<file path="config.mk">
export PLATFORM = sky130hd
export DESIGN_NAME = mqa_op_fifo
export DESIGN_NICKNAME = d
export VERILOG_FILES = /design/src/rtl/mqa_pkg.sv /design/src/rtl/mqa_op_fifo.sv
export VERILOG_INCLUDE_DIRS = /design/src /design/src/rtl
export SDC_FILE = /design/constraint.sdc
export NUM_CORES = 1
export LEC_CHECK = 0
export BUFFER_PORTS_ARGS = -buffer_cell sky130_fd_sc_hd__buf_2
export CORE_AREA = 2 2 128 130
export DETAILED_ROUTE_END_ITERATION = 6
export DIE_AREA = 0 0 130 132
export GPL_TIMING_DRIVEN = 0
export PLACE_DENSITY_LB_ADDON = 0.12
export SLEW_MARGIN = 5
export SYNTH_ARGS = -nofsm -noshare
export SYNTH_HDL_FRONTEND = slang
export SYNTH_SLANG_ARGS = --single-unit
</file>
<file path="constraint.sdc">
create_clock -name clk -period 7.2 [get_ports clk]
set_input_delay 0.72 -clock clk [delete_from_list [all_inputs] [get_ports clk]]
set_output_delay 0.72 -clock clk [all_outputs]
set_load 0.02 [all_outputs]
</file>
<file path="src/rtl/multi_queue_round_robin_arbiter_top_macros.svh">
// ---------------------------------------------------------------------------
// Assertion macros for the round robin arbiter
// Both macros sample on clk and are disabled while rst_n is low.
// ---------------------------------------------------------------------------
`ifndef MULTI_QUEUE_ROUND_ROBIN_ARBITER_TOP_MACROS_SVH
`define MULTI_QUEUE_ROUND_ROBIN_ARBITER_TOP_MACROS_SVH

// Consequent checked in the same cycle as the antecedent.
`define MQA_ASSERT_SAME(lbl, ante, cons, msg) \
  lbl: assert property (@(posedge clk) disable iff (!rst_n) (ante) |-> (cons)) \
    else $error(msg);

// Consequent checked in the cycle after the antecedent.
`define MQA_ASSERT_NEXT(lbl, ante, cons, msg) \
  lbl: assert property (@(posedge clk) disable iff (!rst_n) (ante) |=> (cons)) \
    else $error(msg);

`endif

</file>
<file path="src/rtl/mqa_pkg.sv">
// ---------------------------------------------------------------------------
// mqa_pkg
// Shared constants and types of the multi queue round robin arbiter.
// ---------------------------------------------------------------------------
`default_nettype none

package mqa_pkg;

  localparam int MQA_MAX_PRODUCERS = 8;
  localparam int MQA_QUEUE_DEPTH   = 16;
  localparam int MQA_DATA_WIDTH    = 64;

  localparam int SRC_W   = 3;
  localparam int ENTRY_W = 64;
  localparam int ACT_W   = 4;
  localparam int CFG_AW  = 3;
  localparam int CFG_DW  = 32;

  localparam logic CMD_PUSH = 1'b0;
  localparam logic CMD_POP  = 1'b1;

  localparam logic [CFG_AW-3:0] REG_ACTIVE_PRODUCERS = '0;
  localparam logic [ACT_W-1:0]  ACTIVE_RESET         = 4'd8;

  typedef enum logic [1:0] {
    PUSH_OK        = 2'd0,
    PUSH_FULL      = 2'd1,
    PUSH_BAD_INDEX = 2'd2,
    PUSH_NONE      = 2'd3
  } push_status_t;

  // Decision made by the front end for one request
  typedef struct packed {
    push_status_t       status;
    logic               pop_valid;
    logic [SRC_W-1:0]   src;
  } mqa_op_t;

endpackage

`default_nettype wire

</file>
<file path="src/rtl/mqa_op_fifo.sv">
// ---------------------------------------------------------------------------
// mqa_op_fifo
// Two-entry queue of storage operations between front and back end.
// ---------------------------------------------------------------------------
`default_nettype none
`include "multi_queue_round_robin_arbiter_top_macros.svh"

module mqa_op_fifo
  import mqa_pkg::*;
#(
  parameter int AW = 7,
  parameter int DW = MQA_DATA_WIDTH
) (
  input  logic          clk,
  input  logic          rst_n,
  input  logic          enq_valid,
  output logic          enq_ready,
  input  mqa_op_t       enq_op,
  input  logic [AW-1:0] enq_addr,
  input  logic [DW-1:0] enq_data,
  output logic          deq_valid,
  input  logic          deq_ready,
  output mqa_op_t       deq_op,
  output logic [AW-1:0] deq_addr,
  output logic [DW-1:0] deq_data
);

  localparam int DEPTH = 2;
  localparam int PTR_W = $clog2(DEPTH);
  localparam int CNT_W = $clog2(DEPTH + 1);

  mqa_op_t       op_q   [DEPTH];
  logic [AW-1:0] addr_q [DEPTH];
  logic [DW-1:0] data_q [DEPTH];

  logic [PTR_W-1:0] wr_ptr_r, rd_ptr_r;
  logic [CNT_W-1:0] cnt_r;
  logic             enq, deq;

  assign enq_ready = cnt_r != CNT_W'(DEPTH);
  assign deq_valid = cnt_r != '0;
  assign enq       = enq_valid && enq_ready;
  assign deq       = deq_valid && deq_ready;

  assign deq_op   = op_q[rd_ptr_r];
  assign deq_addr = addr_q[rd_ptr_r];
  assign deq_data = data_q[rd_ptr_r];

  always_ff @(posedge clk) begin
    if (enq) begin
      op_q[wr_ptr_r]   <= enq_op;
      addr_q[wr_ptr_r] <= enq_addr;
      data_q[wr_ptr_r] <= enq_data;
    end
  end

  always_ff @(posedge clk) begin
    if (!rst_n) begin
      wr_ptr_r <= '0;
      rd_ptr_r <= '0;
      cnt_r    <= '0;
    end else begin
      if (enq) wr_ptr_r <= wr_ptr_r + PTR_W'(1);
      if (deq) rd_ptr_r <= rd_ptr_r + PTR_W'(1);
      if (enq && !deq) begin
        cnt_r <= cnt_r + CNT_W'(1);
      end else if (deq && !enq) begin
        cnt_r <= cnt_r - CNT_W'(1);
      end
    end
  end

  `MQA_ASSERT_SAME(a_cnt_bound, 1'b1, cnt_r <= CNT_W'(DEPTH), "op queue count out of range")

endmodule

`default_nettype wire

</file>
; Word-level counts from Yosys, hierarchy flattened
; Memories as Yosys holds them, arrays and structs flattened. A register that Yosys moved wholly into a read port is not among the register bits.
; Index checks and enable logic that the tools add are counted.
[totals]
ff_bits = 4
mem_bits_rw = 154
inputBits = 81
out_inout_bits = 79
elab_cells = 29
mem_count = 3
[classes]
addsub = 4
eq_ne = 1
n_mux = 10
reduce_logical = 8
[memory_table]
columns = name, depth, word_bits, rd, rd_clocked_by_memory_dff, wr, line
row1 = data_q, 2, 64, 1, 1, 1, mqa_op_fifo.sv:34  ; logic [DW-1:0] data_q [DEPTH];
row2 = addr_q, 2, 7, 1, 1, 1, mqa_op_fifo.sv:33  ; logic [AW-1:0] addr_q [DEPTH];
row3 = op_q, 2, 6, 1, 1, 1, mqa_op_fifo.sv:32  ; mqa_op_t op_q [DEPTH];
[ops]
columns = cell, n
row1 = 1-bit 2-to-1 mux, 8
row2 = 1-bit logical AND, 4
row3 = 2-bit 2-to-1 mux, 2
row4 = 2-bit nonzero test, 2
row5 = 1-bit adder (second input constant), 2
row6 = 2-bit by 1-bit adder with 2-bit output (second input constant), 1
row7 = 1-bit zero test, 2
row8 = 2-bit != test (second input constant), 1
row9 = 2-bit by 1-bit subtractor with 2-bit output (second input constant), 1

; Logic depth before layout (Yosys ltp)
; Gate-level depths: netlist of run 1.
[depth]
word_depth = 6
ltp_mapped = 6
mapped_depth_nobuf = 6

; Worst setup path before layout of run 1
; No wires, ideal clock.
[synth_path]
path_kind = input -> register
start = input enq_valid
end = memory addr_q[1][0] (enable)
setup_ps = 444
arrival_ps = 2567
required_time_ps = 6756
slack_ps = 4188
cell_stages = 1
path_buffers = 0
path_cell_list = and3_1
[synth_via]
elab_chain_cells = 3
[synth_lines]
columns = item, line
row1 = "start, declared", mqa_op_fifo.sv:16  ; input logic enq_valid,
row2 = 1-bit logical AND, mqa_op_fifo.sv:42  ; assign enq = enq_valid && enq_ready;
row3 = 1-bit 2-to-1 mux, mqa_op_fifo.sv:50  ; if (enq) begin
row4 = 1-bit 2-to-1 mux (implied by the code), mqa_op_fifo.sv:52  ; addr_q[wr_ptr_r] <= enq_addr;
row5 = "end, declared", mqa_op_fifo.sv:33
; No other way between the ends.

==> metrics, run 1 <==
status complete, no violations; Mean Syn Cell Area approximately 22 um^2; CP Capture Type output pin; Power Dens Cells 376.8 mW/mm^2; CTS tree yes; syn nets ~350; Cell Count, Final, Fillers Out 673; Final Hold Vio Count 0; largest net degree at the start of global routing 46; Rows 46; share of layout cells above drive strength 1 ~60%; relative slew slack 66.08%; Setup TNS 0 ns; Syn-to-layout area delta 29.52%; H-tree depth 4; Max clock buf depth 2; Compound-Gate Fraction of Synth Area 0.5921%; DRT antenna net count 0; XOR/XNOR Fraction of Synth Area 0.4441%; class of the tightest hold or removal check input port to register; first-pass GRT wire length ~16 mm; Tcrit/Tclk final between 30% and 40%; worst hold start enq_data[35]; DR WL/cell 15.19 um; Synth top area share 78.16%; mapped cell area 0.005917 mm^2; Initial Util 37.66%; number of diodes 0; CP Launch Type register; Synth Register Bits 159; post-synth cell types 22; Max Slew Vio Count 0; Max Freq between 0.4 and 0.5 GHz; reg2reg setup slack 5.38 ns; clk_skew 0.008034 ns; Worst Hold Path EP data_q[0][35]$_DFFE_PP_; largest family of logic cells by synthesized area multiplexers; final routed DRC violation total 0; vias 2,957; register area about 0.0047 mm^2; die area 0.01716 mm^2; Clock Sinks about 160; clk slew on worst S/H paths 0.06 ns; Post-Place Cell Area 0.007046 mm^2; Leak 0.002924 uW; Placer Congestion 0.6758; Syn. warnings 0; simple-gate share of the synthesized area under 10%; DIE WIDTH 130 um; measured slew at the worst slew-check pin 0.5088 ns; clk root buf clkbuf_16; Die Ht about 130 um; asr flop ratio synth 0%; starting DRC count in detailed routing 133; post-synthesis mux area share 16.56%; reg2reg start cnt_r[0]$_SDFFE_PN0P_; CORE AREA roughly 0.016 mm^2; Worst Path Arrival 1.74 ns; post-synthesis cell count 264; min Tclk post-route 2.456 ns; Seq/Total Area, Yosys between 70% and 80%; # setup viols final 0; RSZ-0062 raised after global routing false; area of the multi-input gates 0.001124 mm^2; top post-synthesis cells by area edfxtp_1, mux2_2, mux2_4, dfxtp_1, buf_6; fill count 1,374; Required @ worst endpoint 6.48 ns; depth of the most critical reg-to-reg path 3; antenna violations before repair 0; FF-to-FF End data_q[1][5]$_DFFE_PP_; total power 2888 uW; hold slack 0.4909 ns; crit path kind register to output pin; # resized after CTS 0; max cap viols 0; number of global-route vias before repair between 3,000 and 4,000; Yosys top cell by area edfxtp_1; adder-cell share of the synthesized area 0.2115%; total CTS buffers 17; I/O Pins 160; 1st-pass router iterations 4; DPL Wire Length roughly 6.7 mm; Vias/cell 4.394; Post-CTS Setup Bufs 0; Worst VDD drop approximately 0.21 mV; cts hold-fix bufs 0; Overflow after GRT 0; GRT Util Overall 12.24%; Clock Latency Late Sink 0.41 ns; Post-Place Cells 641; Design Area, Final 0.007664 mm^2; top_reg_cell synth edfxtp_1; nets around 530; worst-path fanout max 10; hold depth 1; Post-synth EDFFs 154; I/O Buffers 159; drt total wl approximately 10 mm
synth_stat cells (2+ instances only):
master    number
edfxtp_1     154
mux2_2        47
mux2_4        30
dfxtp_1        5
and2_1         4
buf_2          4
buf_6          4
xnor2_1        2
registers in the layout (all words and copies together) (netlist names), named ones only:
signal	flops
data_q	128
wr_ptr_r	1
op_q	12
addr_q	14
cnt_r	2
rd_ptr_r	1
through the flow:
| stage | setup WS (ns) | utilization [%] |
|---|---|---|
| 2_1_floorplan | 4.188 | - |
| 3_3_place_gp | 2.940 | 44.44 |
| 3_5_place_dp | 5.116 | 44.84 |
| 4_1_cts | 4.671 | 48.77 |
| 5_1_grt | 4.627 | 48.77 |
| 6_report | 4.744 | 48.77 |
power breakdown:
group / internal [uW] / leakage, uW / switching (uW)
clock network: 580 / 0.000300 / 348
logic: 339 / 0.00114 / 436
registers: 1160 / 0.00148 / 29.9
metal layers:
metal / GRT usage (%) / vias up / wire length [um]
met5: 0 / - / 0
met4: 5.556 / 0 / 189
met3: 4.789 / 14 / 747
met2: 19.92 / 96 / 5082
met1: 14.23 / 1441 / 4205
li1: - / 1406 / -
worst max path at each step:
stage / start / end / slack, ns / depth (start not counted)
2_1_floorplan: enq_valid / addr_q[1][0]$_DFFE_PP_ / 4.19 / 1
3_3_place_gp: enq_valid / data_q[1][47]$_DFFE_PP_ / 2.94 / 2
3_5_place_dp: enq_valid / data_q[0][40]$_DFFE_PP_ / 5.12 / 4
4_1_cts: register / deq_data[24] / 4.67 / 5
5_1_grt: register / deq_data[40] / 4.63 / 5
6_report: register / deq_data[38] / 4.74 / 5
worst max-delay path, cell delays in order, from the launching register on:
cell and delay, ns:
dfxtp_1 0.31, clkbuf_2 0.16, buf_6 0.19, buf_6 0.20, mux2_4 0.31, buf_2 0.16
logic make-up after synthesis:
logic type | Yosys count
buf+inv | 10
xor+xnor | 3
fa+ha+maj | 1
compound gates | 5
mux | 77
simple gates | 9
flops | 159
area by class of cell:
class | count | share of cell area (%)
sequential | 159 | 61.65
multi-input combinational | 95 | 14.66
timing repair buffer | 161 | 11.10
clock buffer | 18 | 5.600
tap | 216 | 3.527
clock inverter | 14 | 2.465
buffer | 9 | 0.9143
inverter | 1 | 0.08163
layout by cell type (no fill, tap or decap), types with 2 or more instances in the layout:
master | Yosys | layout
and2_1 | 4 | 4
buf_6 | 4 | 4
clkinv_4 | 0 | 3
mux2_4 | 30 | 30
dfxtp_1 | 5 | 5
inv_6 | 0 | 2
buf_16 | 0 | 2
buf_2 | 4 | 163
clkinv_2 | 0 | 2
clkbuf_16 | 0 | 17
bufinv_16 | 0 | 4
clkinv_1 | 0 | 2
mux2_2 | 47 | 47
xnor2_1 | 2 | 2
edfxtp_1 | 154 | 154
Power figures use the tool's default switching activity.
==> run 2, diff against run 1 <==
==> constraint.sdc (replaced) <==
create_clock -name clk -period 2.5 [get_ports clk]
set_input_delay 0.25 -clock clk [delete_from_list [all_inputs] [get_ports clk]]
set_output_delay 0.25 -clock clk [all_outputs]
set_load 0.02 [all_outputs]
==> run 2 against run 1 <==
Die area did not move. Clock skew fell by 0.0025 ns. Register-to-register slack got worse by 4.7 ns. Clock power rose to 2.8 times the previous value. Utilization rose by 1.7 points. Sequential cell count did not move. Non-clock buffer count rose by 29.
==> metrics, run 2 (same netlist as run 1, synthesis figures left out) <==
status complete, no violations; Required @ worst endpoint 2.25 ns (-4.23 ns); drt total wl 10.80 mm (+5.6%); Final Hold Vio Count 0 (unchanged); most common cell after layout, fill and taps aside buf_2; number of diodes 0 (unchanged); worst-path fanout max 10 (unchanged); Initial Util 37.66% (unchanged); number of global-route vias before repair 3,244 (+3.6%); Tcrit/Tclk final 78.87%; Vias/cell 4.369 (-0.56%); Biggest register data_q; clk_skew 0.005569 ns (-0.002465 ns); DPL Wire Length 7.123 mm (+6.9%); Max Freq around 0.51 GHz; nets 555 (+5.5%); CORE AREA 0.01571 mm^2 (unchanged); crit-path cells clkbuf_2 > buf_6 > buf_6 > mux2_4 > buf_2; Clock Latency Late Sink 0.41 ns (about the same); clk root buf clkbuf_16; vias 3,067 (+3.7%); Leak 0.003018 uW (+3.2%); DR WL/cell 15.38 um (+1.2%); Rows 46 (unchanged); antenna violations before repair 0 (unchanged); crit path kind register to output pin; # resized after CTS 0 (unchanged); WP depth 5 (unchanged); most used cell, CP buf_6; DIE WIDTH 130 um (unchanged); worst path bufs/invs 4 (unchanged); Max Slew Vio Count 0 (unchanged); relative slew slack 62.75% (-3.3 points); Power Dens Cells 1042 mW/mm^2 (+180%); total power 8270 uW (+190%); share of layout cells above drive strength 1 57.82% (-3.7 points); RSZ-0062 raised after global routing false; Overflow after GRT 0 (unchanged); Largest register FFs 128 (unchanged); Max clock buf depth 2 (unchanged); Worst Path Arrival 1.72 ns (-0.02 ns); I/O Pins 160 (unchanged); CP Capture Type output pin; max incr delay on CP 0.31 ns (about the same); Setup TNS 0 ns (unchanged); # setup viols final 0 (unchanged); final routed DRC violation total 0 (unchanged); Clock Sinks 159 (unchanged); FF-to-FF End data_q[1][34]$_DFFE_PP_; CP max-delay cell mux2_4; total CTS buffers 17 (unchanged); largest net degree at the start of global routing 43 (-6.5%); class of the tightest hold or removal check input port to register; starting DRC count in detailed routing 187 (+41%); 1st-pass router iterations 4 (unchanged); CP Launch Type register; Post-CTS Setup Bufs 0 (unchanged); CP delay by family, top buffers and inverters; depth of the most critical reg-to-reg path 3 (unchanged); min Tclk post-route around 2.0 ns; H-tree depth 4 (unchanged); DRT antenna net count 0 (unchanged); reg2reg start cnt_r[0]$_SDFFE_PN0P_; reg2reg setup slack 0.68 ns (-4.70 ns); Largest regs data_q: 128 flops, addr_q: 14 flops, op_q: 12 flops; Placer Congestion 0.6741 (-0.25%); die area 0.01716 mm^2 (unchanged); clk slew on worst S/H paths 0.06 ns (about the same); cts hold-fix bufs 28 (+28); Syn-to-layout area delta 34.07%; max cap viols 0 (unchanged); first-pass GRT wire length 16.55 mm (+5.5%); measured slew at the worst slew-check pin 0.5588 ns (+0.04999 ns); Die Ht 132 um (unchanged); I/O Buffers 159 (unchanged); crit path to deq_data[32]; Worst VDD drop 0.5990 mV (+190%); GRT Util Overall 13.09% (+0.84 points); most frequent cells in the layout buf_2, edfxtp_1, mux2_2; CTS tree yes
run 2: cell count changes in the layout (fill, tap and decap cells not counted), moves of 2 or more:
cell           before  now
clkbuf_1            1    4
buf_12              0    2
clkinv_1            2    0
clkinv_4            3    1
dlygate4sd3_1       0   28
inv_6               2    0
clkinvlp_4          1    5
run 2: worst min-delay path by stage:
stage	start	end	cells after the start
after floorplan	enq_addr[0]	addr_q[0][0]$_DFFE_PP_	0
after global placement	enq_data[60]	data_q[1][60]$_DFFE_PP_	1
after detailed placement	enq_data[55]	data_q[1][55]$_DFFE_PP_	1
after CTS	enq_data[29]	data_q[1][29]$_DFFE_PP_	1
after global routing	enq_data[33]	data_q[1][33]$_DFFE_PP_	1
final	enq_data[29]	data_q[1][29]$_DFFE_PP_	1
run 2: where the power goes:
part | switching [uW] | internal [uW] | total (uW) | leakage (uW)
sequential | 86.7 | 3330 | 3410 | 0.00148
clock | 976 | 1590 | 2570 | 0.000276
combinational | 1270 | 1010 | 2290 | 0.00126
total | 2330 | 5930 | 8270 | 0.00302
run 2: metrics by stage:
step | area, um^2 | hold slack, ns | cells | util (%) | worst slack, ns
6_report | 7933 | 0.02460 | 702 | 50.49 | 0.5283
5_1_grt | 7933 | 0.0004532 | 702 | 50.49 | 0.4163
4_1_cts | 7933 | 0.0001100 | 702 | 50.49 | 0.4576
3_5_place_dp | 7059 | 0.4411 | 642 | 44.93 | 0.6506
3_3_place_gp | 6988 | 0.4375 | 639 | 44.47 | -0.4586
2_1_floorplan | 5922 | 0.3489 | 264 | - | 0.3083
run 2: layout make-up:
| type | count | area (um^2) |
|---|---|---|
| Buffer | 9 | 70.07 |
| Clock buffer | 22 | 454.2 |
| Clock inverter | 10 | 138.9 |
| Fill cell | 1362 | 7780 |
| Inverter | 1 | 7.507 |
| Multi-Input combinational cell | 95 | 1124 |
| Sequential cell | 159 | 4725 |
| Tap cell | 216 | 270.3 |
| Timing Repair Buffer | 190 | 1144 |
run 2: layer usage:
| metal | vias to the layer above | track usage, % | wire length (um) | share of wire, % |
|---|---|---|---|---|
| met5 | - | 0 | 0 | 0 |
| met4 | 0 | 5.675 | 216 | 2.0 |
| met3 | 15 | 6.006 | 741 | 6.9 |
| met2 | 98 | 21.55 | 5507 | 51 |
| met1 | 1491 | 14.49 | 4332 | 40 |
| li1 | 1463 | - | - | - |
==> run 3, diff against run 2 <==
--- a/config.mk
+++ b/config.mk
@@ -6,6 +6,7 @@
 export SDC_FILE = /design/constraint.sdc
 export NUM_CORES = 1
 export LEC_CHECK = 0
+export ABC_AREA = 1
 export BUFFER_PORTS_ARGS = -buffer_cell sky130_fd_sc_hd__buf_2
 export CORE_AREA = 2 2 128 130
 export DETAILED_ROUTE_END_ITERATION = 6
==> constraint.sdc (replaced) <==
create_clock -name clk -period 1.9 [get_ports clk]
set_input_delay 0.19 -clock clk [delete_from_list [all_inputs] [get_ports clk]]
set_output_delay 0.19 -clock clk [all_outputs]
set_load 0.02 [all_outputs]
==> run 3 against run 2 <==
Wire length increased by 8.2%. Setup slack got worse by 0.44 ns. Highest routed layer unchanged. Utilization increased by 4.4 points. Non-clock buffer count increased by 56. Critical path depth unchanged. Critical path type unchanged. Largest cell class unchanged. Cell area increased by 8.7%. Power increased by 35%. Die area unchanged. Sequential cell count unchanged. Worst hold slack improved by 0.020 ns.
==> metrics, run 3 <==
Synth top area share 77.96% (-0.20 points); Largest regs data_q: 128 flops, addr_q: 14 flops, op_q: 12 flops; DPL Wire Length 7.257 mm (+1.9%); post-synthesis cell count 277 (+4.9%); Tcrit/Tclk final 95.19%; Max Freq 0.5529 GHz; Syn-to-layout area delta 45.35%; mapped cell area 0.005932 mm^2 (+0.25%); share of layout cells above drive strength 1 52.78% (-5.0 points); Max clock buf depth 2 (unchanged); post-synth cell types 16 (-27%); DRT antenna net count 0 (unchanged); CP Capture Type output pin; 1st-pass router iterations 4 (unchanged); relative slew slack 48.16% (-15 points); Required @ worst endpoint 1.71 ns (-0.54 ns); Mean Syn Cell Area 21.41 um^2 (-4.5%); Post-synth EDFFs 154 (unchanged); Placer Congestion 0.6777 (+0.53%); worst-path fanout max 10 (unchanged); syn nets 359 (+3.8%); crit-path cells buf_6 > buf_12 > buf_12 > mux2_4 > buf_2; I/O Buffers 159 (unchanged); CP max-delay cell dfxtp_1; CP Launch Type register; most common cell after layout, fill and taps aside buf_2; GRT Util Overall 13.64% (+0.55 points); total CTS buffers 17 (unchanged); Vias/cell 4.349 (-0.46%); max cap viols 0 (unchanged); Worst VDD drop 0.7840 mV (+31%); Final Hold Vio Count 0 (unchanged); # setup viols final 0 (unchanged); status complete, no violations; CTS tree yes; top_reg_cell synth edfxtp_1; starting DRC count in detailed routing 123 (-34%); Clock Sinks 159 (unchanged); hold depth 3 (+2); Overflow after GRT 0 (unchanged); asr flop ratio synth 0% (unchanged); most frequent cell after synthesis edfxtp_1; CORE AREA 0.01571 mm^2 (unchanged); Clock Latency Late Sink 0.42 ns (about the same); Worst Path Arrival 1.62 ns (-0.10 ns); nets 626 (+13%); total power 11,200 uW (+35%); Initial Util 37.75% (+0.096 points); first-pass GRT wire length 17.63 mm (+6.5%); class of the tightest hold or removal check input port to register; Rows 46 (unchanged); Power Dens Cells 1299 mW/mm^2 (+25%); clk_skew 0.006157 ns (+0.0005877 ns); depth of the most critical reg-to-reg path 2 (-1); max incr delay on CP 0.32 ns (about the same); H-tree depth 4 (unchanged); die area 0.01716 mm^2 (unchanged); Max Slew Vio Count 0 (unchanged); min Tclk post-route 1.809 ns; clk slew on worst S/H paths 0.06 ns (about the same); Die Ht 132 um (unchanged); DR WL/cell 15.10 um (-1.8%); most used cell, CP buf_12; vias 3,366 (+9.7%); Final Util 54.87% (+4.4 points); Seq/Total Area, Yosys 79.65% (-0.20 points); top post-synthesis cells by area edfxtp_1, mux2_2, mux2_4, dfxtp_1, buf_8; Biggest register data_q; Post-synth top cells edfxtp_1, mux2_2, mux2_4, nand2_1; RSZ-0062 raised after global routing false; measured slew at the worst slew-check pin 0.7768 ns (+0.2180 ns); Synth Register Bits 159 (unchanged); Leak 0.003344 uW (+11%); crit path kind register to output pin; clk root buf clkbuf_16; most frequent cells in the layout buf_2, edfxtp_1, dlygate4sd3_1; antenna violations before repair 1 (+1); I/O Pins 160 (unchanged); Largest register FFs 128 (unchanged); Yosys top cell by area edfxtp_1; final routed DRC violation total 0 (unchanged); Syn. warnings 0 (unchanged); number of global-route vias before repair 3,574 (+10%); largest net degree at the start of global routing 28 (-35%); drt total wl 11.69 mm (+8.2%); DIE WIDTH 130 um (unchanged)
run 3: cell count changes after synthesis, moves of 2 or more:
cell and delta:
xnor2_1 -2, inv_1 +7, buf_6 -2, nor2_1 +8, buf_8 +3, and2_1 -4, nand2_1 +9
run 3: repair_timing:
action                                  CTS  global route
hold buffers                             77             0
endpoints found under the setup margin   84           140
gates resized for setup                   9             3
hold endpoints to repair                154             0
buffers inserted                          0             6
pin swaps                                 1             2
cloned                                    0             2
run 3: layout make-up:
type	count	area, um^2
fillers	1305	7091
flip-flops and latches	159	4726
repair buffers	246	1707
multi-input cells	103	1132
clock buffers	19	442.9
well taps	216	270.3
clock inverters	13	187.7
plain buffers	9	121.4
inverters	8	32.53
diodes	1	2.502
run 3: metal layers:
| metal | global-route usage [%] | up-vias | part of all wire [%] |
|---|---|---|---|
| met4 | 6.093 | 0 | 2.3 |
| met2 | 22.48 | 129 | 49 |
| met5 | 0 | - | 0 |
| met1 | 15.52 | 1601 | 41 |
| li1 | - | 1618 | - |
| met3 | 5.479 | 18 | 7.4 |
run 3: critical path: cells and delay by family (launching register included):
family / cells / cell delay [ns]
buf+inv: 4 / 0.57
flops: 1 / 0.32
mux: 1 / 0.30
run 3: logic make-up (layout without fill, tap and decap cells):
| logic type | Yosys count | after routing | share of synthesized area (%) |
|---|---|---|---|
| DFF | 159 | 159 | 79.65 |
| muxes | 77 | 77 | 16.52 |
| adders and majority gates | 1 | 1 | 0.2109 |
| and+or+nand+nor | 19 | 21 | 1.266 |
| buffers and inverters | 17 | 295 | 1.983 |
| AOI/OAI and AO/OA | 4 | 4 | 0.3796 |
| other | 0 | 1 | 0 |
run 3: stage by stage:
stage	cell area, um^2	setup TNS [ns]	std cells	setup WS (ns)	hold WS [ns]
CTS	8554	-9.842	765	-0.1880	0.01568
detailed placement	7109	-10.37	656	-0.2126	0.3811
floorplan	5963	-33.74	277	-0.2296	0.2889
global placement	7029	-142.68	652	-0.9431	0.3778
finish	8622	0	774	0.09133	0.04416
global route	8622	0	774	0.005279	0.03966
run 3: final timing paths:
check / start / endpoint / slack, ns
worst max-delay path: register / deq_data[40] / 0.09
worst min-delay path: rst_n / cnt_r[1]$_SDFFE_PN0P_ / 0.04
worst max register to register: wr_ptr_r$_SDFFE_PN0P_ / op_q[1][4]$_DFFE_PP_ / 0.22
worst min register to register: rd_ptr_r$_SDFFE_PN0P_ / register / 0.51
run 3: power by group:
part	switching [uW]	internal [uW]
registers	127	4430
logic	1680	1380
clock network	1340	2240
