===== config.mk =====
export PLATFORM = sky130hd
export DESIGN_NAME = mqa_front_flat
export DESIGN_NICKNAME = d
export VERILOG_FILES = /design/src/rtl/mqa_pkg.sv /design/src/rtl/mqa_in_if.sv /design/src/rtl/mqa_front.sv /design/src/flat_wrapper.sv
export VERILOG_INCLUDE_DIRS = /design/src /design/src/rtl
export SDC_FILE = /design/constraint.sdc
export NUM_CORES = 1
export LEC_CHECK = 0
export ABC_CLOCK_PERIOD_IN_PS = 12250
export BUFFER_PORTS_ARGS = -buffer_cell sky130_fd_sc_hd__buf_2
export CELL_PAD_IN_SITES_DETAIL_PLACEMENT = 1
export CELL_PAD_IN_SITES_GLOBAL_PLACEMENT = 1
export CORE_MARGIN = 1
export CORE_UTILIZATION = 45
export DETAILED_ROUTE_END_ITERATION = 10
export HOLD_SLACK_MARGIN = 0.08
export PLACE_DENSITY_LB_ADDON = 0.2
export SETUP_SLACK_MARGIN = 0.5
export SYNTH_ARGS = -nofsm -noshare
export SYNTH_HDL_FRONTEND = slang
export SYNTH_SLANG_ARGS = --single-unit
export TNS_END_PERCENT = 1

===== constraint.sdc =====
create_clock -name clk -period 12.25 [get_ports clk]
set_input_delay 2.45 -clock clk [delete_from_list [all_inputs] [get_ports clk]]
set_output_delay 2.45 -clock clk [all_outputs]
set_load 0.1 [all_outputs]

===== src/rtl/multi_queue_round_robin_arbiter_top_macros.svh =====
// ---------------------------------------------------------------------------
// Assertion macros for the round robin arbiter
// Both macros sample on clk and are disabled while rst_n is low.
// ---------------------------------------------------------------------------
`ifndef MULTI_QUEUE_ROUND_ROBIN_ARBITER_TOP_MACROS_SVH
`define MULTI_QUEUE_ROUND_ROBIN_ARBITER_TOP_MACROS_SVH

// Consequent checked in the same cycle as the antecedent.
`define MQA_ASSERT_SAME(lbl, ante, cons, msg) \
  lbl: assert property (@(posedge clk) disable iff (!rst_n) (ante) |-> (cons)) \
    else $error(msg);

// Consequent checked in the cycle after the antecedent.
`define MQA_ASSERT_NEXT(lbl, ante, cons, msg) \
  lbl: assert property (@(posedge clk) disable iff (!rst_n) (ante) |=> (cons)) \
    else $error(msg);

`endif


===== src/rtl/mqa_pkg.sv =====
// ---------------------------------------------------------------------------
// mqa_pkg
// Shared constants and types of the multi queue round robin arbiter.
// ---------------------------------------------------------------------------
`default_nettype none

package mqa_pkg;

  localparam int MQA_MAX_PRODUCERS = 8;
  localparam int MQA_QUEUE_DEPTH   = 16;
  localparam int MQA_DATA_WIDTH    = 64;

  localparam int SRC_W   = 3;
  localparam int ENTRY_W = 64;
  localparam int ACT_W   = 4;
  localparam int CFG_AW  = 3;
  localparam int CFG_DW  = 32;

  localparam logic CMD_PUSH = 1'b0;
  localparam logic CMD_POP  = 1'b1;

  localparam logic [CFG_AW-3:0] REG_ACTIVE_PRODUCERS = '0;
  localparam logic [ACT_W-1:0]  ACTIVE_RESET         = 4'd8;

  typedef enum logic [1:0] {
    PUSH_OK        = 2'd0,
    PUSH_FULL      = 2'd1,
    PUSH_BAD_INDEX = 2'd2,
    PUSH_NONE      = 2'd3
  } push_status_t;

  // Decision made by the front end for one request
  typedef struct packed {
    push_status_t       status;
    logic               pop_valid;
    logic [SRC_W-1:0]   src;
  } mqa_op_t;

endpackage

`default_nettype wire


===== src/rtl/mqa_in_if.sv =====
// ---------------------------------------------------------------------------
// mqa_in_if
// Request channel: push or pop command with valid/ready handshake.
// ---------------------------------------------------------------------------
`default_nettype none

interface mqa_in_if
  import mqa_pkg::*;
();
  logic               valid;
  logic               ready;
  logic               cmd;
  logic [SRC_W-1:0]   producer_index;
  logic [ENTRY_W-1:0] entry_data;

  modport source (output valid, output cmd, output producer_index, output entry_data,
                  input ready);
  modport sink   (input valid, input cmd, input producer_index, input entry_data,
                  output ready);
endinterface

`default_nettype wire


===== src/rtl/mqa_front.sv =====
// ---------------------------------------------------------------------------
// mqa_front
// Accepts requests, keeps per-queue head/tail/fill and the round robin
// pointer, and turns each request into one storage operation.
// ---------------------------------------------------------------------------
`default_nettype none
`include "multi_queue_round_robin_arbiter_top_macros.svh"

module mqa_front
  import mqa_pkg::*;
#(
  parameter int MAX_PRODUCERS = MQA_MAX_PRODUCERS,
  parameter int QUEUE_DEPTH   = MQA_QUEUE_DEPTH,
  parameter int DATA_WIDTH    = MQA_DATA_WIDTH
) (
  input  logic                  clk,
  input  logic                  rst_n,
  mqa_in_if.sink                in_if,
  input  logic [ACT_W-1:0]      active_cnt,
  output logic                  op_valid,
  input  logic                  op_ready,
  output mqa_op_t               op,
  output logic [$clog2(MAX_PRODUCERS*QUEUE_DEPTH)-1:0] op_addr,
  output logic [DATA_WIDTH-1:0] op_data
);

  localparam int QW  = (MAX_PRODUCERS > 1) ? $clog2(MAX_PRODUCERS) : 1;
  localparam int IW  = (QW > SRC_W) ? QW : SRC_W;
  localparam int CW  = (QW + 1 > ACT_W) ? QW + 1 : ACT_W;
  localparam int PW  = $clog2(QUEUE_DEPTH);
  localparam int FW  = $clog2(QUEUE_DEPTH + 1);
  localparam int MAW = $clog2(MAX_PRODUCERS * QUEUE_DEPTH);

  logic [PW-1:0] head_r [MAX_PRODUCERS];
  logic [PW-1:0] tail_r [MAX_PRODUCERS];
  logic [FW-1:0] fill_r [MAX_PRODUCERS];

  logic [CW-1:0]            ns_r, ns_nxt, n_eff, start_r, start_nxt, seen_r, rr_wrap;
  logic [MAX_PRODUCERS-1:0] active, nonempty, full, hi, lo;
  logic [QW-1:0]            q_idx, pick, pick_hi, pick_lo;
  logic [IW-1:0]            q_ext, pick_ext;
  logic                     any_hi, pop_hit, in_range, norm_busy, in_acc, is_push, push_ok;
  logic                     resync, pop_adv;
  push_status_t             status;

  function automatic logic [MAW-1:0] slot_addr(logic [QW-1:0] q, logic [PW-1:0] s);
    return MAW'(q) * MAW'(QUEUE_DEPTH) + MAW'(s);
  endfunction

  function automatic logic [PW-1:0] slot_inc(logic [PW-1:0] s);
    return (s == PW'(QUEUE_DEPTH - 1)) ? '0 : s + PW'(1);
  endfunction

  // Zero acts as one, anything above the queue count saturates
  always_comb begin
    if (active_cnt == '0) begin
      n_eff = CW'(1);
    end else if (CW'(active_cnt) > CW'(MAX_PRODUCERS)) begin
      n_eff = CW'(MAX_PRODUCERS);
    end else begin
      n_eff = CW'(active_cnt);
    end
  end

  always_comb begin
    for (int i = 0; i < MAX_PRODUCERS; i++) begin
      active[i]   = CW'(i) < n_eff;
      nonempty[i] = fill_r[i] != '0;
      full[i]     = fill_r[i] == FW'(QUEUE_DEPTH);
      hi[i]       = active[i] && nonempty[i] && (CW'(i) >= start_r);
      lo[i]       = active[i] && nonempty[i] && (CW'(i) < start_r);
    end
  end

  // Rotated priority: first ready queue at or after the pointer, else wrap
  always_comb begin
    pick_hi = '0;
    pick_lo = '0;
    for (int i = MAX_PRODUCERS - 1; i >= 0; i--) begin
      if (hi[i]) pick_hi = QW'(i);
      if (lo[i]) pick_lo = QW'(i);
    end
  end

  assign any_hi   = |hi;
  assign pop_hit  = |(hi | lo);
  assign pick     = any_hi ? pick_hi : pick_lo;
  assign pick_ext = IW'(pick);

  assign q_ext    = IW'(in_if.producer_index);
  assign q_idx    = q_ext[QW-1:0];
  assign in_range = CW'(in_if.producer_index) < n_eff;
  assign is_push  = in_if.cmd == CMD_PUSH;
  assign push_ok  = is_push && in_range && !full[q_idx];

  always_comb begin
    if (!is_push) begin
      status = PUSH_NONE;
    end else if (!in_range) begin
      status = PUSH_BAD_INDEX;
    end else if (full[q_idx]) begin
      status = PUSH_FULL;
    end else begin
      status = PUSH_OK;
    end
  end

  // ns_r keeps the pointer as stored; start_r is its working copy, reloaded
  // on every count change and folded back one subtraction per cycle before
  // more requests are taken, so a raised count sees the old pointer again.
  assign resync      = n_eff != seen_r;
  assign norm_busy   = resync || (start_r >= n_eff);
  assign in_if.ready = op_ready && !norm_busy;
  assign in_acc      = in_if.valid && in_if.ready;
  assign pop_adv     = in_acc && !is_push && pop_hit;
  assign rr_wrap     = (CW'(pick) + CW'(1) == n_eff) ? '0 : CW'(pick) + CW'(1);

  always_comb begin
    if (resync) begin
      start_nxt = ns_r;
    end else if (start_r >= n_eff) begin
      start_nxt = start_r - n_eff;
    end else if (pop_adv) begin
      start_nxt = rr_wrap;
    end else begin
      start_nxt = start_r;
    end
  end

  assign ns_nxt = pop_adv ? rr_wrap : ns_r;

  assign op_valid     = in_acc;
  assign op.status    = status;
  assign op.pop_valid = !is_push && pop_hit;
  assign op.src       = op.pop_valid ? pick_ext[SRC_W-1:0] : '0;
  assign op_addr      = is_push ? slot_addr(q_idx, tail_r[q_idx])
                                : slot_addr(pick, head_r[pick]);
  assign op_data      = in_if.entry_data[DATA_WIDTH-1:0];

  always_ff @(posedge clk) begin
    if (!rst_n) begin
      ns_r    <= '0;
      start_r <= '0;
      seen_r  <= '0;
      for (int i = 0; i < MAX_PRODUCERS; i++) begin
        head_r[i] <= '0;
        tail_r[i] <= '0;
        fill_r[i] <= '0;
      end
    end else begin
      ns_r    <= ns_nxt;
      start_r <= start_nxt;
      seen_r  <= n_eff;
      if (in_acc && push_ok) begin
        tail_r[q_idx] <= slot_inc(tail_r[q_idx]);
        fill_r[q_idx] <= fill_r[q_idx] + FW'(1);
      end
      if (in_acc && op.pop_valid) begin
        head_r[pick] <= slot_inc(head_r[pick]);
        fill_r[pick] <= fill_r[pick] - FW'(1);
      end
    end
  end

  `MQA_ASSERT_SAME(a_pick_ready, in_acc && op.pop_valid, nonempty[pick] && active[pick], "pop picked an empty or inactive queue")

endmodule

`default_nettype wire


===== src/flat_wrapper.sv =====
// flat-port wrapper written by rule: the top's interface ports become plain ports
module mqa_front_flat import mqa_pkg::*;
#(
  parameter int MAX_PRODUCERS = MQA_MAX_PRODUCERS,
  parameter int QUEUE_DEPTH   = MQA_QUEUE_DEPTH,
  parameter int DATA_WIDTH    = MQA_DATA_WIDTH
)
  (clk, rst_n, active_cnt, op_valid, op_ready, op, op_addr, op_data, in_if_valid, in_if_cmd, in_if_producer_index, in_if_entry_data, in_if_ready);
  mqa_in_if in_if_i ();
  input  logic clk;
  input  logic rst_n;
  input  logic [ACT_W-1:0] active_cnt;
  output logic op_valid;
  input  logic op_ready;
  output mqa_op_t op;
  output logic [$clog2(MAX_PRODUCERS*QUEUE_DEPTH)-1:0] op_addr;
  output logic [DATA_WIDTH-1:0] op_data;
  input wire logic [$bits(in_if_i.valid)-1:0] in_if_valid;
  input wire logic [$bits(in_if_i.cmd)-1:0] in_if_cmd;
  input wire logic [$bits(in_if_i.producer_index)-1:0] in_if_producer_index;
  input wire logic [$bits(in_if_i.entry_data)-1:0] in_if_entry_data;
  output wire logic [$bits(in_if_i.ready)-1:0] in_if_ready;
  assign in_if_i.valid = in_if_valid;
  assign in_if_i.cmd = in_if_cmd;
  assign in_if_i.producer_index = in_if_producer_index;
  assign in_if_i.entry_data = in_if_entry_data;
  assign in_if_ready = in_if_i.ready;
  mqa_front #(.MAX_PRODUCERS(MAX_PRODUCERS), .QUEUE_DEPTH(QUEUE_DEPTH), .DATA_WIDTH(DATA_WIDTH)) u_core (.clk(clk), .rst_n(rst_n), .in_if(in_if_i), .active_cnt(active_cnt), .op_valid(op_valid), .op_ready(op_ready), .op(op), .op_addr(op_addr), .op_data(op_data));
endmodule

Word level (Yosys, flattened, before mapping)
Memories as Yosys holds them, arrays and structs flattened.
Index checks and enable logic that the tools add are counted.
{"block": "totals", "word_cells": 159, "memories": 3, "out_inout_bits": 79, "regBits": 12, "input_bits": 76, "mem_bits_rw": 104}
{"block": "op_classes", "magnitude_cmp": 28, "bitwise_logic": 2, "n_eq_ne": 12, "addsub": 8, "muxes": 51, "reduce_logical": 52}
{"memory": "u_core.fill_r", "words": 8, "width": 5, "read_ports": 10, "rd_clocked_by_memory_dff": 0, "write_ports": 8, "line": "mqa_front.sv:36", "rtl": "logic [FW-1:0] fill_r [MAX_PRODUCERS];"}
{"memory": "u_core.head_r", "words": 8, "width": 4, "read_ports": 1, "rd_clocked_by_memory_dff": 0, "write_ports": 8, "line": "mqa_front.sv:34", "rtl": "logic [PW-1:0] head_r [MAX_PRODUCERS];"}
{"memory": "u_core.tail_r", "words": 8, "width": 4, "read_ports": 1, "rd_clocked_by_memory_dff": 0, "write_ports": 8, "line": "mqa_front.sv:35", "rtl": "logic [PW-1:0] tail_r [MAX_PRODUCERS];"}
{"op": "$mux W3", "count": 22}
{"op": "$eq A5 B5 Y1 const B", "count": 8}
{"op": "$mux W4", "count": 10}
{"op": "$reduce_bool A5 Y1", "count": 8}
{"op": "$logic_and A1 B1 Y1", "count": 33}
{"op": "$lt A3 B4 Y1 const A", "count": 8}
{"op": "$ge A3 B4 Y1 const A", "count": 4}
{"op": "$lt A1 B4 Y1 const A", "count": 4}
{"op": "$lt A2 B4 Y1 const A", "count": 4}
{"op": "$reduce_or A8 Y1", "count": 2}
{"op": "$add A7 B4 Y7", "count": 2}
{"op": "$mux W1", "count": 13}
{"op": "$mux W5", "count": 2}
{"op": "$reduce_or A5 Y1", "count": 2}
{"op": "$add A4 B1 Y4 const B", "count": 2}
{"op": "$eq A4 B4 Y1 const B", "count": 2}
{"op": "$ge A1 B4 Y1 const A", "count": 2}
{"op": "$ge A2 B4 Y1 const A", "count": 2}
{"op": "$or A8 B8 Y8", "count": 1}
{"op": "$reduce_or A4 Y1", "count": 2}
{"op": "$mux W7", "count": 1}
{"op": "$add A5 B1 Y5 const B", "count": 1}
{"op": "$sub A5 B1 Y5 const B", "count": 1}
{"op": "$add A3 B1 Y4 const B", "count": 1}
{"op": "other kinds (14)", "count": 16}

Depth between registers and ports, before layout
Gate-level depths: netlist (run 1).
{"block": "depth", "ltp_word": 21, "depth_mapped": 17}

Least setup slack after synthesis (run 1)
OpenSTA, ideal clock, no wires.
{"block": "synth_path", "kind": "in2out", "from": "in active_cnt[3]", "to": "out op_addr[1]", "path_buffers": 3, "stages": 11, "arrival_ps": 6202, "required_time_ps": 9800, "slack_ps": 3598, "cell_sequence": "buf_2 -> a211oi_1 -> a21oi_1 -> a2111o_1 -> o211ai_2 -> a21o_4 -> buf_4 -> buf_4 -> nand2_1 -> a311o_1 -> a31oi_1"}
{"block": "synth_via", "elab_chain_len": 18, "elab_cells_between_ends": 57}
{"item": "from (decl)", "line": "flat_wrapper.sv:12", "rtl": "input logic [ACT_W-1:0] active_cnt;"}
{"item": "$gt A4 B4 Y1", "line": "mqa_front.sv:58", "rtl": "end else if (CW'(active_cnt) > CW'(MAX_PRODUCERS)) begin"}
{"item": "$mux W4", "line": "mqa_front.sv:58"}
{"item": "$mux W4 *", "line": "mqa_front.sv:56", "rtl": "if (active_cnt == '0) begin"}
{"item": "$lt A3 B4 Y1", "line": "mqa_front.sv:67", "rtl": "active[i] = CW'(i) < n_eff;"}
{"item": "$logic_and A1 B1 Y1", "line": "mqa_front.sv:70, mqa_front.sv:71"}
{"item": "$logic_and A1 B1 Y1, on equally long branches", "line": "mqa_front.sv:71, mqa_front.sv:70"}
{"item": "$mux W3, on equally long branches (8 in a row)", "line": "mqa_front.sv:81, mqa_front.sv:80"}
{"item": "$mux W3 *", "line": "mqa_front.sv:87", "rtl": "assign pick = any_hi ? pick_hi : pick_lo;"}
{"item": "$mem_v2 Z8 W4 *"}
{"item": "$add A7 B4 Y7 *", "line": "mqa_front.sv:47", "rtl": "return MAW'(q) * MAW'(QUEUE_DEPTH) + MAW'(s);"}
{"item": "$mux W7 *", "line": "mqa_front.sv:136", "rtl": "assign op_addr = is_push ? slot_addr(q_idx, tail_r[q_idx])"}
{"item": "to (decl)", "line": "flat_wrapper.sv:16", "rtl": "output logic [$clog2(MAX_PRODUCERS*QUEUE_DEPTH)-1:0] op_addr;"}
Mark *: on every way between the ends. The rest lies on a longest branch, timed or not.

Final worst setup path (run 1)
Same ends and word-level chain as after synthesis.

==> results of run 1 <==
-- critical path: stages --
cell and delay, ps:
buf_2 260, a31oi_1 110, a211oi_1 470, o31ai_1 180, a22oi_1 170, o32a_1 160, buf_4 280, clkinv_1 420
a311o_1 570, a31oi_1 200, buf_2 450
-- kinds of logic after synthesis --
group                      after synthesis  share of synthesized area [%]
and+or+nand+nor                        281                           16.0
xor gates and xnor gates                13                           1.75
muxes                                   53                           10.3
adders and majority gates               12                           2.05
buffers and inverters                  121                           9.86
DFF                                    116                           43.7
AOI/OAI and AO/OA                      170                           16.4
-- flip-flops by register name, summed over array words and instances (netlist names) --
name / cells
u_core.seen_r: 4
u_core.fill_r: 40
u_core.head_r: 32
u_core.tail_r: 32
u_core.ns_r: 4
u_core.start_r: 4
-- path summary, 6_finish.rpt --
check / startpoint / endpoint / slack [ps] / depth (start not counted)
worst max register to register: u_core.fill_r[2][1]$_SDFFCE_PN0P_ / u_core.fill_r[5][2]$_SDFFCE_PN0P_ / 7170 / 13
worst max-delay path: active_cnt[3] / op_addr[1] / 4060 / 11
worst min-delay path: u_core.ns_r[3]$_SDFFE_PN0P_ / u_core.ns_r[3]$_SDFFE_PN0P_ / 520 / 2
worst min register to register: u_core.ns_r[3]$_SDFFE_PN0P_ / u_core.ns_r[3]$_SDFFE_PN0P_ / 520 / 2
-- cells in the mapped netlist, types with 3 or more instances --
| cell type | count | area, sq um |
|---|---|---|
| mux2i_1 | 20 | 200 |
| and2_1 | 13 | 81.3 |
| dfxtp_1 | 12 | 240 |
| xor2_1 | 4 | 35.0 |
| a211oi_1 | 14 | 105 |
| a31oi_1 | 15 | 93.8 |
| a221o_1 | 5 | 50.1 |
| nor2b_1 | 12 | 75.1 |
| a21oi_1 | 36 | 180 |
| or3_1 | 4 | 25.0 |
| nand3_1 | 14 | 70.1 |
| buf_1 | 6 | 22.5 |
| o31ai_1 | 3 | 22.5 |
| mux4_2 | 15 | 338 |
| mux2_2 | 13 | 146 |
| a22oi_1 | 7 | 52.6 |
| buf_2 | 7 | 35.0 |
| clkbuf_1 | 15 | 56.3 |
| o21ai_0 | 17 | 85.1 |
| edfxtp_1 | 104 | 3120 |
| a311o_1 | 4 | 40.0 |
| a211o_1 | 5 | 43.8 |
| a22o_1 | 3 | 26.3 |
| xnor2_1 | 7 | 61.3 |
| o221ai_1 | 3 | 26.3 |
| nand2_1 | 84 | 315 |
| a21o_1 | 12 | 90.1 |
| o22ai_1 | 7 | 43.8 |
| nor2_1 | 124 | 465 |
| ha_1 | 11 | 138 |
| o211ai_1 | 5 | 37.5 |
| o21a_1 | 3 | 22.5 |
| and3_1 | 3 | 18.8 |
| nor3_1 | 12 | 60.1 |
| buf_4 | 67 | 503 |
| inv_1 | 20 | 75.1 |
-- power groups by stage --
stage	sequential, W	combinational [W]	clock, W
global route	0.000457	0.000249	0.000525
global placement	0.000463	0.000228	0
finish	0.000456	0.000233	0.000510
detailed placement	0.000463	0.000231	0
floorplan	0.000456	0.000280	0
CTS	0.000455	0.000232	0.000515
-- through the flow --
stage	instances	hold WS, ps	util (%)	worst slack, ps
detailed placement	916	508	44.8	4080
floorplan	766	483	-	3600
global route	947	581	48.4	3880
finish	947	519	48.4	4060
global placement	916	506	44.8	4110
CTS	947	521	48.4	4080
-- routing by layer --
layer	routed length (um)	global-route usage (%)	share of wire (%)
met1	9730	33.7	42
met2	11300	45.1	48
met3	1330	5.79	5.7
met4	1020	15.1	4.4
met5	0	0	0
-- cell type report --
type                    instances  area [sq um]
multi-input cells             529          3580
repair buffers                 28           145
inverters                      23          91.3
well taps                     220           275
flip-flops and latches        116          3360
clock inverters                14           176
clock buffers                  17           425
fillers                      1835          8580
==> run_results.csv, run 1 <==
group,metric,value,unit
timing,period_share,66.8,%
detailed_routing,drc,0,
grt,grt_start_max_net_pins,44,
detailed_routing,drt_iter0_drc,480,
die,die_width,133,um
cts,insertion_delay,430,ps
die,io_pins,155,
job,cap_violations,0,
synth,synth_edf_count,104,
timing,slew_violations,0,
die,rows,47,
grt,gr-usage-all-layers,27.5,%
critical_path,crit_type,"in -> out",
critical_path,worstSetupStartpointType,"primary input",
timing,setup_tns,0,ps
timing,rsz0062_at_grt,"no",
synth,syn_avg_cell_area,10.1,sq um
critical_path,cp.required,9800,ps
final_layout,drive_above_1_share,14.7,%
die,core-area,16600,sq um
grt,antenna_found_initial,0,
critical_path,arrival,5740,ps
synth,yosysWarnings,0,
status,outcome,"complete, no violations",
synth,syn-cell-area,7700,sq um
cts,root_buffer,"clkbuf_16",
final_layout,insertedDiodeCount,0,
synth,synthesis.nets,854,
cts,cts_max_path_buffers,2,
cts,cts_tree,"yes",
power_and_ir_drop,pwr-share-comb,19.5,%
grt,grt_remaining_overflow,0,
detailed_routing,via_per_inst,6.29,
cts,cts_resized,0,
power_and_ir_drop,clkPwrFrac,42.5,%
detailed_routing,wirelength,23400,um
final_layout,final_nets,803,
synth,synth-seq-cells,116,
cts,postCtsHoldBufs,0,
power_and_ir_drop,power,0.00120,W
timing,tightestPinTransition,966,ps
final_layout,area_delta_synth_final,4.60,%
die,initial_core_util,46.3,%
detailed_routing,firstDrtPassIters,5,
detailed_routing,routedWlPerCell,24.7,um
synth,yosys_most_used_dff,"edfxtp_1",
placement,place_hpwl,16900,um
timing,fin_crit,8190,ps
cts,path_clk_slew,60,ps
placement,gp_congestion,0.947,
critical_path,critPathCaptureType,"output port",
synth,synth_cell_types,83,
cts,ctsHtreeMaxLevel,4,
hold_path,hold_path_class,"reg -> reg",
die,die_h,133,um
final_layout,layout_common_cells,"124 x nor2_1, 104 x edfxtp_1, 84 x nand2_1, 36 x a21oi_1, 26 x buf_2",
detailed_routing,final_antenna_net_count,0,
grt,grt_pass1_wl,36000,um
die,die_area,17600,sq um
placement,io_buffers,26,
synth,syn_inst,766,
timing,maxSlewHeadroom,35.6,%
power_and_ir_drop,p_leak,3.06,nW
final_layout,fin_area,8060,sq um
synth,async_flop_share,0,%
timing,final_hold_viol_count,0,
power_and_ir_drop,peakVddDrop,109,uV
cts,cts_sinks,116,
power_and_ir_drop,switching_power,0.000366,W
power_and_ir_drop,p_per_area,149,nW/um^2
final_layout,final_common_cell,"nor2_1",
power_and_ir_drop,switching_share,30.5,%
timing,fin_skew,10.8,ps
cts,post_cts_buffers,0,
synth,ys_seq_area_share,43.7,%
detailed_routing,num_vias,5953,
timing,setup_violations,0,
cts,numCtsBuffers,17,
power_and_ir_drop,internal_power,0.000833,W
placement,dpl_cell_area,7460,sq um
critical_path,critPathMaxFanout,18,
timing,fmax,122,MHz
power_and_ir_drop,power_frac_seq,38.0,%
grt,grt_pass1_vias,6132,
(Power assumes the default switching activity.)
==> inputs of run 2 (changes only) <==
Settings changed: ABC_AREA from default to 1, ABC_CLOCK_PERIOD_IN_PS 12250 to 7770, CORE_UTILIZATION 45 to 41.
Clock period 12.25 ns to 7.77 ns, I/O delays scaled along.
==> run 2 against run 1 <==
Effect of this change: clock-buffer cell count rose by 1; synthesized cell count rose by 22%; final cell count rose by 21%; clock power rose by 62%; sequential share of layout area rose by 0.66 points; hold slack improved by 28 ps; register-to-register slack got worse by 3800 ps; wire length fell by 4.1%; non-clock buffer count fell by 1; sequential power rose by 57%; critical path depth rose by 8; worst setup slack got worse by 2800 ps.
==> run_results.csv, run 2 <==
group,metric,value,unit
grt,met1_usage,32.4,%
power_and_ir_drop,p_per_area,260,nW/um^2
die,rows,49,
final_layout,register_area,3360,sq um
critical_path,r2r_end,"u_core.head_r[4][2]$_SDFFCE_PN0P_",
die,initial_core_util,41.8,%
hold_path,hold_path_class,"reg -> reg",
synth,syn-cell-area,7480,sq um
synth,synth_cell_types,46,
synth,synth-seq-cells,116,
power_and_ir_drop,switching_power,0.000705,W
grt,grt_start_max_net_pins,55,
timing,tightestPinTransition,1070,ps
detailed_routing,final_antenna_net_count,0,
cts,cts_max_path_buffers,2,
power_and_ir_drop,internal_power,0.00135,W
final_layout,layout_common_cells,"200 x nand2_1, 162 x nor2_1, 106 x inv_1, 104 x edfxtp_1, 65 x nand3_1",
timing,slew_violations,0,
critical_path,cp.required,6220,ps
cts,root_buffer,"clkbuf_16",
critical_path,r2r_start,"u_core.fill_r[7][0]$_SDFFCE_PN0P_",
final_layout,nFillCells,2192,
grt,grt_pass1_wl,34300,um
synth,yosys_most_used_dff,"edfxtp_1",
detailed_routing,wirelength,22400,um
critical_path,endpoint,"op_addr[0]",
timing,period_share,83.6,%
die,die_h,137,um
placement,gp_congestion,0.903,
timing,final_hold_viol_count,0,
grt,grt_pass1_vias,6219,
critical_path,crit_type,"in -> out",
synth,synthTopCellsByArea,"edfxtp_1 42%, nand2_1 10%, nor2_1 8.1%",
die,die_width,137,um
cts,cts_resized,0,
critical_path,arrival,4940,ps
placement,io_buffers,26,
die,die_area,18800,sq um
final_layout,utilization,44.3,%
synth,yosysTopAreaCell,"edfxtp_1",
grt,use_met2,40.7,%
final_layout,largest_reg_flops,40,
cts,insertion_delay,430,ps
grt,gr-usage-all-layers,25.1,%
grt,grt_remaining_overflow,0,
power_and_ir_drop,switching_share,34.2,%
detailed_routing,drt_iter0_drc,454,
detailed_routing,drc,0,
critical_path,worstSetupStartpointType,"primary input",
power_and_ir_drop,p_leak,3.42,nW
grt,antenna_found_initial,0,
timing,setup_tns,0,ps
synth,synth_common_cells,"200 x nand2_1, 162 x nor2_1, 106 x inv_1",
power_and_ir_drop,clkPwrFrac,40.2,%
grt,busiest_layer,"met2",
final_layout,top_register,"u_core.fill_r",
timing,fmax,154,MHz
final_layout,insertedDiodeCount,0,
synth,synth_edf_count,104,
timing,hold-worst-slack,547,ps
synth,syn_inst,938,
cts,path_clk_slew,60,ps
synth,synthesis.nets,1026,
timing,maxSlewHeadroom,28.3,%
final_layout,final_nets,989,
cts,numCtsBuffers,17,
cts,ctsHtreeMaxLevel,4,
detailed_routing,via_per_inst,5.41,
detailed_routing,routedWlPerCell,19.6,um
synth,yosysWarnings,0,
power_and_ir_drop,pwr-share-comb,25.1,%
detailed_routing,num_vias,6180,
critical_path,critPathCaptureType,"output port",
grt,gr-usage-met3,5.33,%
power_and_ir_drop,peakVddDrop,166,uV
synth,yosysMostFrequentCell,"nand2_1",
critical_path,crit_path_start,"active_cnt[3]",
cts,cts_sinks,116,
final_layout,largestRegisters,"u_core.fill_r x40, u_core.head_r x32, u_core.tail_r x32",
job,cap_violations,0,
final_layout,final_common_cell,"nand2_1",
final_layout,area_delta_synth_final,6.09,%
final_layout,multiInputGateArea,3100,sq um
detailed_routing,firstDrtPassIters,5,
critical_path,regToRegSetupSlack,3390,ps
synth,synth_top_area_share,41.8,%
timing,fin_crit,6500,ps
final_layout,drive_above_1_share,10.3,%
synth,syn_avg_cell_area,7.97,sq um
power_and_ir_drop,power_frac_seq,34.7,%
hold_path,holdCritStartpoint,"u_core.ns_r[0]$_SDFFE_PN0P_",
critical_path,r2r_cells,18,
critical_path,critPathMaxFanout,54,
final_layout,final-instance-count-excl-fill,1142,
cts,cts_tree,"yes",
cts,postCtsHoldBufs,0,
die,core-area,17900,sq um
synth,ys_seq_area_share,45.0,%
timing,setup_violations,0,
cts,post_cts_buffers,0,
die,io_pins,155,
synth,async_flop_share,0,%
status,outcome,"complete, no violations",
placement,place_hpwl,16600,um
timing,rsz0062_at_grt,"no",
placement,dp.cells,1111,
timing,fin_skew,14.8,ps
[run 2: cell families (layout without fill, tap and decap cells)]
| kind of cell | after synthesis | in the layout | synth area share (%) |
|---|---|---|---|
| AND/OR/NAND/NOR | 491 | 491 | 28.4 |
| buffers and inverters | 198 | 173 | 13.5 |
| flip-flops | 116 | 116 | 45.0 |
| adder cells (fa/ha/maj) | 12 | 12 | 2.11 |
| AO/OA/AOI/OAI | 110 | 110 | 9.65 |
| XOR/XNOR | 11 | 11 | 1.39 |
[run 2: how the worst min path moves through the flow]
stage	endpoint	cells after the start
finish	u_core.ns_r[0]$_SDFFE_PN0P_	2
CTS	u_core.ns_r[0]$_SDFFE_PN0P_	2
global placement	u_core.ns_r[0]$_SDFFE_PN0P_	2
detailed placement	u_core.ns_r[0]$_SDFFE_PN0P_	2
global route	u_core.ns_r[0]$_SDFFE_PN0P_	2
floorplan	u_core.ns_r[3]$_SDFFE_PN0P_	2
[run 2: final cells by class]
cell class / instances / area share [%]
Multi-Input combinational cell: 624 / 39.1
Tap cell: 229 / 3.61
Inverter: 115 / 5.44
Sequential cell: 116 / 42.4
Clock buffer: 18 / 5.41
Clock inverter: 13 / 2.29
Timing Repair Buffer: 27 / 1.73
[run 2: power groups by stage]
| stage | sequential, W | clock (W) | combinational, W |
|---|---|---|---|
| global placement | 0.000727 | 0 | 0.000509 |
| floorplan | 0.000720 | 0 | 0.000536 |
| CTS | 0.000714 | 0.000844 | 0.000516 |
| global route | 0.000716 | 0.000866 | 0.000568 |
| finish | 0.000715 | 0.000828 | 0.000516 |
| detailed placement | 0.000727 | 0 | 0.000514 |
[run 2: metal layers]
layer,wire length (um),up-vias
met5,0,-
met4,606,0
met3,1100,43
met2,10300,160
met1,10400,2977
li1,-,3000
[run 2: critical path, stage by stage]
cell and delay [ps]:
buf_2 180, inv_2 110, nand3_1 90, o21bai_1 220, nand3_1 130, nand2_1 80, nand2_1 40, nand2_1 60
nand2_1 50, nand2_1 50, nand2_1 50, nand2_1 460, nand2_4 490, inv_2 320, o211ai_1 110, nand4_1 220
inv_1 100, o21ai_0 140, buf_2 450
[run 2: stage by stage]
stage               total power [W]  instance area (sq um)  setup WS, ps
detailed placement          0.00124                   7320          1290
finish                      0.00206                   7930          1270
global placement            0.00124                   7320          1350
CTS                         0.00207                   7930          1290
global route                0.00215                   7930           873
floorplan                   0.00126                   7480           953
==> inputs of run 3 (changes only) <==
Settings changed: ABC_AREA 1 to 0, ABC_CLOCK_PERIOD_IN_PS 7770 to 6500, CORE_UTILIZATION 41 to 43.
Clock period 7.77 ns to 6.5 ns, I/O delays scaled along.
==> run 3 against run 2 <==
Effect of this change: combinational power is 13% lower; largest cell class is now multi-input gates; via count is 3.9% lower; critical endpoint is now op_addr[3]; worst setup slack worse by 550 ps.
==> run_results.csv, run 3 (same netlist as run 1, synthesis figures left out) <==
group,metric,value,unit
power_and_ir_drop,p_per_area,274,nW/um^2
final_layout,insertedDiodeCount,0,
die,initial_core_util,44.2,%
timing,hold-worst-slack,526,ps
critical_path,worstSetupStartpointType,"primary input",
cts,postCtsHoldBufs,0,
die,core-area,17400,sq um
critical_path,arrival,4470,ps
final_layout,top_register,"u_core.fill_r",
grt,grt_pass1_wl,36000,um
placement,io_buffers,26,
final_layout,register_area,3360,sq um
cts,post_cts_buffers,0,
cts,insertion_delay,430,ps
cts,cts_max_path_buffers,2,
final_layout,layout_common_cells,"124 x nor2_1, 104 x edfxtp_1, 84 x nand2_1, 36 x a21oi_1, 24 x buf_2",
timing,fin_skew,7.98,ps
grt,grt_pass1_vias,6157,
cts,numCtsBuffers,17,
cts,root_buffer,"clkbuf_16",
timing,fmax,173,MHz
critical_path,critPathCaptureType,"output port",
timing,setup_ws,725,ps
detailed_routing,drc,0,
detailed_routing,num_vias,5941,
critical_path,slowest_delay,410,ps
detailed_routing,routedWlPerCell,24.3,um
final_layout,multiInputGateArea,3590,sq um
grt,gr-usage-all-layers,26.9,%
placement,gp_congestion,0.947,
critical_path,crit_chain,"buf_2 -> a211oi_1 -> a21oi_1 -> a2111o_1 -> o211ai_2 -> a21o_4 -> clkinv_4 -> mux4_2 -> mux2i_1 -> a21oi_1 -> buf_2",
detailed_routing,wirelength,23400,um
cts,cts_sinks,116,
critical_path,cp.required,5200,ps
final_layout,final_nets,812,
cts,path_clk_slew,60,ps
final_layout,largestRegisters,"u_core.fill_r x40, u_core.head_r x32, u_core.tail_r x32",
final_layout,nFillCells,1956,
timing,rsz0062_at_grt,"no",
final_layout,final_common_cell,"nor2_1",
power_and_ir_drop,peakVddDrop,186,uV
final_layout,fin_area,8140,sq um
timing,tightestPinTransition,943,ps
cts,cts_resized,0,
critical_path,critPathMaxFanout,24,
job,cap_violations,0,
timing,final_hold_viol_count,0,
status,outcome,"complete, no violations",
grt,antenna_found_initial,0,
detailed_routing,drt_iter0_drc,400,
detailed_routing,via_per_inst,6.18,
timing,setup_violations,0,
timing,setup_tns,0,ps
timing,slew_violations,0,
die,die_h,136,um
timing,fin_crit,5770,ps
cts,cts_tree,"yes",
critical_path,crit_type,"in -> out",
timing,period_share,88.8,%
power_and_ir_drop,p_leak,3.10,nW
critical_path,crit_path_top_delay_cell,"a2111o_1",
placement,dpl_cell_area,7570,sq um
die,io_pins,155,
die,die_area,18500,sq um
final_layout,area_delta_synth_final,5.59,%
hold_path,hold_path_class,"reg -> reg",
grt,grt_remaining_overflow,0,
final_layout,largest_reg_flops,40,
cts,ctsHtreeMaxLevel,4,
final_layout,drive_above_1_share,15.6,%
detailed_routing,final_antenna_net_count,0,
die,rows,48,
grt,grt_start_max_net_pins,44,
placement,place_hpwl,17300,um
placement,dpl_worst_slack,735,ps
timing,maxSlewHeadroom,37.2,%
die,die_width,136,um
detailed_routing,firstDrtPassIters,5,
[run 3: cell count changes in the layout (fill, tap and decap cells not counted), moves of 18 or more]
cell and change:
nor2_1 -38, inv_1 -86, a21oi_1 +18, mux2i_1 +20, nand2_1 -116, nand4_1 -28, nand3_1 -51
[run 3: per-layer routing]
layer  global-route usage (%)  wire length, um  vias up
li1                         -                -     2672
met1                     34.3            10300     3024
met2                     43.5            11100      170
met3                     5.37             1010       75
met4                     13.2              895        0
met5                        0                0        -
[run 3: power breakdown]
group	internal, W	switching, W
registers	0.000836	0.0000229
clock network	0.000563	0.000360
logic	0.000142	0.000308
total	0.00154	0.000691
[run 3: worst paths after layout]
check	depth (start not counted)	from	end	slack [ps]
setup / recovery	11	active_cnt[3]	op_addr[3]	730
hold / removal	2	u_core.ns_r[3]$_SDFFE_PN0P_	u_core.ns_r[3]$_SDFFE_PN0P_	530
setup reg to reg	13	u_core.fill_r[3][1]$_SDFFCE_PN0P_	u_core.fill_r[7][2]$_SDFFCE_PN0P_	1650
hold reg to reg	2	u_core.ns_r[3]$_SDFFE_PN0P_	u_core.ns_r[3]$_SDFFE_PN0P_	530
[run 3: cell type report]
type | instances | area share (%)
multi-input cells | 529 | 44.1
inverters | 23 | 1.12
well taps | 225 | 3.46
repair buffers | 37 | 2.98
clock buffers | 20 | 5.37
flip-flops and latches | 116 | 41.3
clock inverters | 12 | 1.61
[run 3: metrics by stage]
stage | utilization [%] | std cells | total power (W)
floorplan | - | 766 | 0.00139
finish | 46.7 | 962 | 0.00223
global placement | 43.4 | 930 | 0.00131
global route | 46.7 | 962 | 0.00230
detailed placement | 43.4 | 930 | 0.00132
CTS | 46.7 | 962 | 0.00224
[run 3: worst max-delay path, delay by kind of cell]
kind / cells / cell delay [ps]
compound gates: 6 / 1700
buf+inv: 3 / 770
mux: 2 / 700
